<file path="config.mk">
export PLATFORM = sky130hd
export DESIGN_NAME = spms_ctrl
export DESIGN_NICKNAME = d
export VERILOG_FILES = /design/src/design/spms_pkg.sv /design/src/design/spms_ctrl.sv
export SDC_FILE = /design/constraint.sdc
export NUM_CORES = 1
export LEC_CHECK = 0
export ABC_AREA = 1
export BUFFER_PORTS_ARGS = -buffer_cell sky130_fd_sc_hd__buf_2
export CORE_AREA = 10 10 47 49
export DETAILED_ROUTE_END_ITERATION = 16
export DIE_AREA = 0 0 57 59
export GPL_TIMING_DRIVEN = 0
export HOLD_SLACK_MARGIN = 0.06
export PLACE_DENSITY = 0.75
export SLEW_MARGIN = 0
export SYNTH_ARGS = -nofsm -noshare
export SYNTH_HDL_FRONTEND = slang
export SYNTH_SLANG_ARGS = --single-unit
</file>
<file path="constraint.sdc">
create_clock -name clk_i -period 2.7 [get_ports clk_i]
set_clock_uncertainty 0.05 [all_clocks]
set_input_delay 0 -clock clk_i [delete_from_list [all_inputs] [get_ports clk_i]]
set_output_delay 0 -clock clk_i [all_outputs]
set_load 0.01 [all_outputs]
</file>
<file path="src/design/spms_pkg.sv">
package spms_pkg;

  localparam int REQ_BITS    = 3;
  localparam int PREFIX_BITS = 10;
  localparam int URI_BITS    = 16;
  localparam int SEARCH_BITS = 6;
  localparam int LEVEL_BITS  = 7;
  localparam int STATUS_BITS = 3;

  localparam logic [REQ_BITS-1:0] REQ_PUSH   = 3'd0;
  localparam logic [REQ_BITS-1:0] REQ_POP    = 3'd1;
  localparam logic [REQ_BITS-1:0] REQ_ADD    = 3'd2;
  localparam logic [REQ_BITS-1:0] REQ_LOOKUP = 3'd3;
  localparam logic [REQ_BITS-1:0] REQ_CLEAR  = 3'd4;

  localparam logic [STATUS_BITS-1:0] ST_OK        = 3'd0;
  localparam logic [STATUS_BITS-1:0] ST_UNDERFLOW = 3'd1;
  localparam logic [STATUS_BITS-1:0] ST_NO_LEVEL  = 3'd2;
  localparam logic [STATUS_BITS-1:0] ST_FULL      = 3'd3;
  localparam logic [STATUS_BITS-1:0] ST_BAD_LEVEL = 3'd4;

  typedef struct packed {
    logic [REQ_BITS-1:0]    req_type;
    logic [PREFIX_BITS-1:0] prefix_id;
    logic [URI_BITS-1:0]    uri_id;
    logic [SEARCH_BITS-1:0] search_level;
  } spms_req_t;

  typedef struct packed {
    logic [LEVEL_BITS-1:0]  level_index;
    logic [URI_BITS-1:0]    found_uri;
    logic                   matched;
    logic [STATUS_BITS-1:0] status;
  } spms_rsp_t;

  typedef struct packed {
    logic [PREFIX_BITS-1:0] prefix;
    logic [URI_BITS-1:0]    uri;
  } spms_bind_t;

  typedef enum logic [3:0] {
    DP_NOP,
    DP_TAKE,
    DP_PUSH,
    DP_POP,
    DP_POP_LOAD,
    DP_ADD,
    DP_CLEAR,
    DP_LK_TOP,
    DP_LK_CNT,
    DP_LK_END,
    DP_LK_START,
    DP_SCAN_RD,
    DP_LK_NEXT
  } spms_op_e;

  typedef enum logic [1:0] {
    URI_ZERO,
    URI_EMPTY,
    URI_HIT
  } spms_uri_sel_e;

  typedef struct packed {
    spms_op_e               op;
    logic                   res_load;
    logic                   res_depth;
    spms_uri_sel_e          res_uri;
    logic [STATUS_BITS-1:0] res_status;
  } spms_cmd_t;

  typedef struct packed {
    logic [REQ_BITS-1:0] req_type;
    logic                prefix_zero;
    logic                depth_zero;
    logic                depth_full;
    logic                count_full;
    logic                level_bad;
    logic                level_top;
    logic                scan_hit;
    logic                scan_more;
    logic                level_zero;
    logic                out_busy;
  } spms_stat_t;

endpackage

</file>
<file path="src/design/spms_ctrl.sv">
module spms_ctrl
  import spms_pkg::*;
(
  input  logic       clk_i,
  input  logic       rst_ni,
  input  logic       in_valid_i,
  output logic       in_ready_o,
  input  spms_stat_t stat_i,
  output spms_cmd_t  cmd_o
);

  localparam logic [2:0] S_IDLE     = 3'd0;
  localparam logic [2:0] S_DECODE   = 3'd1;
  localparam logic [2:0] S_POP      = 3'd2;
  localparam logic [2:0] S_LK_END   = 3'd3;
  localparam logic [2:0] S_LK_START = 3'd4;
  localparam logic [2:0] S_SCAN     = 3'd5;

  logic [2:0] state_q, state_d;

  always_ff @(posedge clk_i or negedge rst_ni) begin
    if (!rst_ni) begin
      state_q <= S_IDLE;
    end else begin
      state_q <= state_d;
    end
  end

  assign in_ready_o = (state_q == S_IDLE);

  always_comb begin
    state_d            = state_q;
    cmd_o.op           = DP_NOP;
    cmd_o.res_load     = 1'b0;
    cmd_o.res_depth    = 1'b0;
    cmd_o.res_uri      = URI_ZERO;
    cmd_o.res_status   = ST_OK;
    case (state_q)
      S_IDLE: begin
        if (in_valid_i) begin
          cmd_o.op = DP_TAKE;
          state_d  = S_DECODE;
        end
      end
      S_DECODE: begin
        if (!stat_i.out_busy) begin
          state_d = S_IDLE;
          case (stat_i.req_type)
            REQ_PUSH: begin
              cmd_o.res_load  = 1'b1;
              cmd_o.res_depth = 1'b1;
              if (stat_i.depth_full) begin
                cmd_o.res_status = ST_FULL;
              end else begin
                cmd_o.op = DP_PUSH;
              end
            end
            REQ_POP: begin
              if (stat_i.depth_zero) begin
                cmd_o.res_load   = 1'b1;
                cmd_o.res_status = ST_UNDERFLOW;
              end else begin
                cmd_o.op = DP_POP;
                state_d  = S_POP;
              end
            end
            REQ_ADD: begin
              cmd_o.res_load = 1'b1;
              if (stat_i.depth_zero) begin
                cmd_o.res_status = ST_NO_LEVEL;
              end else if (stat_i.count_full) begin
                cmd_o.res_status = ST_FULL;
              end else begin
                cmd_o.op = DP_ADD;
              end
            end
            REQ_LOOKUP: begin
              if (stat_i.prefix_zero) begin
                cmd_o.res_load = 1'b1;
                cmd_o.res_uri  = URI_EMPTY;
              end else if (stat_i.level_bad) begin
                cmd_o.res_load   = 1'b1;
                cmd_o.res_uri    = URI_EMPTY;
                cmd_o.res_status = ST_BAD_LEVEL;
              end else if (stat_i.level_top) begin
                cmd_o.op = DP_LK_CNT;
                state_d  = S_LK_START;
              end else begin
                cmd_o.op = DP_LK_TOP;
                state_d  = S_LK_END;
              end
            end
            REQ_CLEAR: begin
              cmd_o.op       = DP_CLEAR;
              cmd_o.res_load = 1'b1;
            end
            default: begin
              cmd_o.res_load = 1'b1;
            end
          endcase
        end
      end
      S_POP: begin
        cmd_o.op        = DP_POP_LOAD;
        cmd_o.res_load  = 1'b1;
        cmd_o.res_depth = 1'b1;
        state_d         = S_IDLE;
      end
      S_LK_END: begin
        cmd_o.op = DP_LK_END;
        state_d  = S_LK_START;
      end
      S_LK_START: begin
        cmd_o.op = DP_LK_START;
        state_d  = S_SCAN;
      end
      S_SCAN: begin
        if (stat_i.scan_hit) begin
          cmd_o.res_load = 1'b1;
          cmd_o.res_uri  = URI_HIT;
          state_d        = S_IDLE;
        end else if (stat_i.scan_more) begin
          cmd_o.op = DP_SCAN_RD;
        end else if (stat_i.level_zero) begin
          cmd_o.res_load = 1'b1;
          cmd_o.res_uri  = URI_EMPTY;
          state_d        = S_IDLE;
        end else begin
          cmd_o.op = DP_LK_NEXT;
          state_d  = S_LK_START;
        end
      end
      default: begin
        state_d = S_IDLE;
      end
    endcase
  end

endmodule

</file>
==> run summary <==
PLACED DESIGN
-----------------------------------------------------------------------------------------------
Hpwl dp                                                                                 1450 um
# port buffers                                                                               27
Routability cong.                                                                         0.821
Pre-CTS setup slack                                                                     1.41 ns

YOSYS
-----------------------------------------------------------------------------------------------
Synthesized instance count                                                                  109
Number of flip-flops and latches in the synthesized netlist                                   3
Most used flip-flop cell after synthesis                                           sky130_fd_sc_hd__dfrtp_1
Leading cell type by number of instances after synthesis                           sky130_fd_sc_hd__nand2_1
Area of the mapped netlist                                                              562 um2
Average footprint of a synthesized cell                                                5.15 um2
Post-synth cell types                                                                        20
Async set-reset flop share out of synthesis                                                1.00
Portion of the post-synthesis area used by sequential elements                            0.134
Top area cells in the synthesized netlist                                          sky130_fd_sc_hd__nand2_1 (20%), sky130_fd_sc_hd__nor2_1 (15%), sky130_fd_sc_hd__dfrtp_1 (13%)
Cell taking the most area after synthesis                                          sky130_fd_sc_hd__nand2_1
Area fraction of the dominant cell type after synthesis                                   0.200
Most instantiated cells after synthesis                                            sky130_fd_sc_hd__nand2_1 (30), sky130_fd_sc_hd__nor2_1 (22), sky130_fd_sc_hd__inv_1 (17)
Net count after synthesis                                                                   125
Synthesis warning total                                                                       0
Count of flip-flops with a built-in enable after synthesis                                    0

TIMING
-----------------------------------------------------------------------------------------------
Smallest setup slack after layout                                                       1.14 ns
Count of endpoints failing setup in the final report                                          0
Setup TNS                                                                                  0 ns
Slew of the pin with the lowest slew margin                                            0.470 ns
Unrepaired setup endpoints after global routing                                           false
Rel. slew slack                                                                           0.685
Hold Vio Cnt, Final                                                                           0
Final worst hold slack                                                                 0.108 ns
Period minus WS final                                                                   1.56 ns
Number of max-slew violations in the final report                                             0
Max Clock Freq                                                                          642 MHz
Tcrit/Tclk final                                                                          0.577

STATUS
-----------------------------------------------------------------------------------------------
Outcome                                                                            finished, final reports clean

CRITICAL PATH
-----------------------------------------------------------------------------------------------
Count of buffer and inverter cells on the critical path                                       2
Stages on the worst setup path                                                                4
Reg-to-Reg Start                                                                     state_q[1]
Arr. time, crit path                                                                    1.51 ns
Startpoint type of the worst setup path                                               flip-flop
Start point of the critical path                                                     state_q[1]
Sequence of cells on the critical path                                             inv_2 -> nor3_1 -> o21bai_1 -> buf_2
Top Family by Delay on Critical Path                                                 flip-flops
Critical path class                                                                  reg -> out
Peak fanout along the critical path                                                           5
Critical-path top delay cell                                                       sky130_fd_sc_hd__dfrtp_1
Delay of the slowest cell on the worst path                                             0.48 ns
Worst Reg-to-Reg Cells                                                                        6
Critical Path RT                                                                        2.65 ns
Worst setup EP type                                                                 output port

LAYOUT
-----------------------------------------------------------------------------------------------
Antenna diode count                                                                           0
NumNets Final                                                                               160
Synthesis-to-layout area growth                                                           37.6%
Largest registers                                                                  state_q: 3 flops
Max FFs per register                                                                          3
Share of layout cells above drive strength 1                                              0.301
Register with the most flip-flops                                                       state_q

FLOORPLANNING
-----------------------------------------------------------------------------------------------
Die Footprint                                                                          3360 um2
Count of pins on the block boundary                                                          28
Initial Utilization                                                                       0.401
Die width                                                                                 57 um
Floorplan die height                                                                      59 um
Core region area                                                                       1400 um2
Standard-cell row count                                                                      14

CLOCK NETWORK
-----------------------------------------------------------------------------------------------
Maximum buffer depth of the clock tree                                                        2
H-tree lvl count                                                                              1
Number of buffers added for setup after CTS                                                   0
Source-to-sink clock delay at the later pin of the worst-skew pair                      0.24 ns
TritonCTS Sinks                                                                               3
Clock input transition at the sequential cells of the worst setup and hold paths        0.04 ns
Clock tree root driver cell                                                        sky130_fd_sc_hd__clkbuf_4
TritonCTS Buffers                                                                             3
CTS tree                                                                                   done

PWR
-----------------------------------------------------------------------------------------------
Static Leak                                                                            0.485 nW
Clk network pwr share                                                                     0.194
Net switching power figure                                                             0.217 mW
Cell Pwr Density                                                                     556 nW/um2
Share of total power in sequential cells                                                  0.190
Worst-case vdd ir drop                                                               0.000282 V
Combinational fraction of design power                                                    0.616
Total power                                                                            0.430 mW
Net switching share of the total power                                                    0.506
Internal power summed over all cells                                                   0.213 mW

JOB
-----------------------------------------------------------------------------------------------
Max capacitance violation total                                                               0

DETAILED ROUTING
-----------------------------------------------------------------------------------------------
Number of design rule violations left after detail routing                                    0
Average routed wire per standard cell                                                   10.7 um
DRT Wirelength                                                                          1700 um
First-pass iteration count of the detailed router                                             4
Total vias in the final route                                                               781
Number of design-rule violations left by the first detailed-router iteration                 12
Antenna-violating nets left                                                                   0
Avg Vias per Cell                                                                          4.91

GLOBAL ROUTE
-----------------------------------------------------------------------------------------------
Global Route Usage Sum                                                                    0.105
Via count of the first global-routing pass                                                  724
Total global routing overflow                                                                 0
Pin count of the biggest net entering global routing                                          8
Initial antenna violation count                                                               0
Wire length of the first global-routing pass                                            2890 um

WORST HOLD PATH
-----------------------------------------------------------------------------------------------
Hold Path Class                                                                       in -> reg
Worst hold path cell count                                                                    4
Hold Crit Start                                                                       stat_i[0]

[what timing repair did]
item | in CTS | in global routing
resized for setup | 0 | 0
hold endpoints to repair | 4 | 0
hold buffers | 3 | 0
[power groups by stage]
stage	Clock [mW]	Combinational, mW	Sequential (mW)
2_1_floorplan	0	0.184	0.0759
3_3_place_gp	0	0.259	0.0808
3_5_place_dp	0	0.262	0.0817
4_1_cts	0.0835	0.267	0.0808
5_1_grt	0.0929	0.301	0.0840
6_report	0.0834	0.265	0.0816
[stage by stage]
step	std cells	cell area [um2]	util
global route	159	773	0.552
global placement	152	717	0.512
finish	159	773	0.552
detailed placement	152	717	0.512
floorplan	109	562	-
CTS	159	773	0.552
[layout by cell type, fill, tap and decap left out, drive strengths merged]
cell	n
clkbuf	4
nor3	4
o21bai	1
dlygate4sd3	3
and2	1
buf	27
nand4	1
a21oi	2
o21a	1
dfrtp	3
nor2	27
nand2	32
o21ai	4
nand3	14
inv	19
[final cells by class]
type / instances / area, um2
sequential: 3 / 75.1
fill: 166 / 628
inverter: 19 / 71.3
timing repair buffer: 30 / 165
tap: 16 / 20.0
clock buffer: 4 / 26.3
multi-input combinational: 87 / 415
[cell families (layout without fill, tap and decap cells)]
logic type / count (synthesis) / count (layout) / synth area share
compound gates: 8 / 8 / 0.0869
buf+inv: 19 / 53 / 0.127
flops: 3 / 3 / 0.134
simple gates: 79 / 79 / 0.653
[per-layer routing]
metal  wire, um  track usage  part of all wire
met5          0            0                 0
met4         21       0.0705             0.012
met3        122       0.0300             0.072
met1        719        0.113              0.42
met2        841        0.175              0.49
[path summary, 6_finish.rpt]
check	endpoint	slack, ns
hold / removal	state_q[2]	0.11
min in group asynchronous	state_q[0]	0.58
max in group asynchronous	state_q[2]	1.86
setup / recovery	cmd_o[5]	1.14
setup reg to reg	state_q[0]	1.48
hold reg to reg	state_q[1]	0.67
[worst register-to-register path: cells and delay by family, from the launching register on]
family | cells | cell delay, ns
and+or+nand+nor | 6 | 0.61
DFF | 1 | 0.46
(Power assumes the default switching activity.)
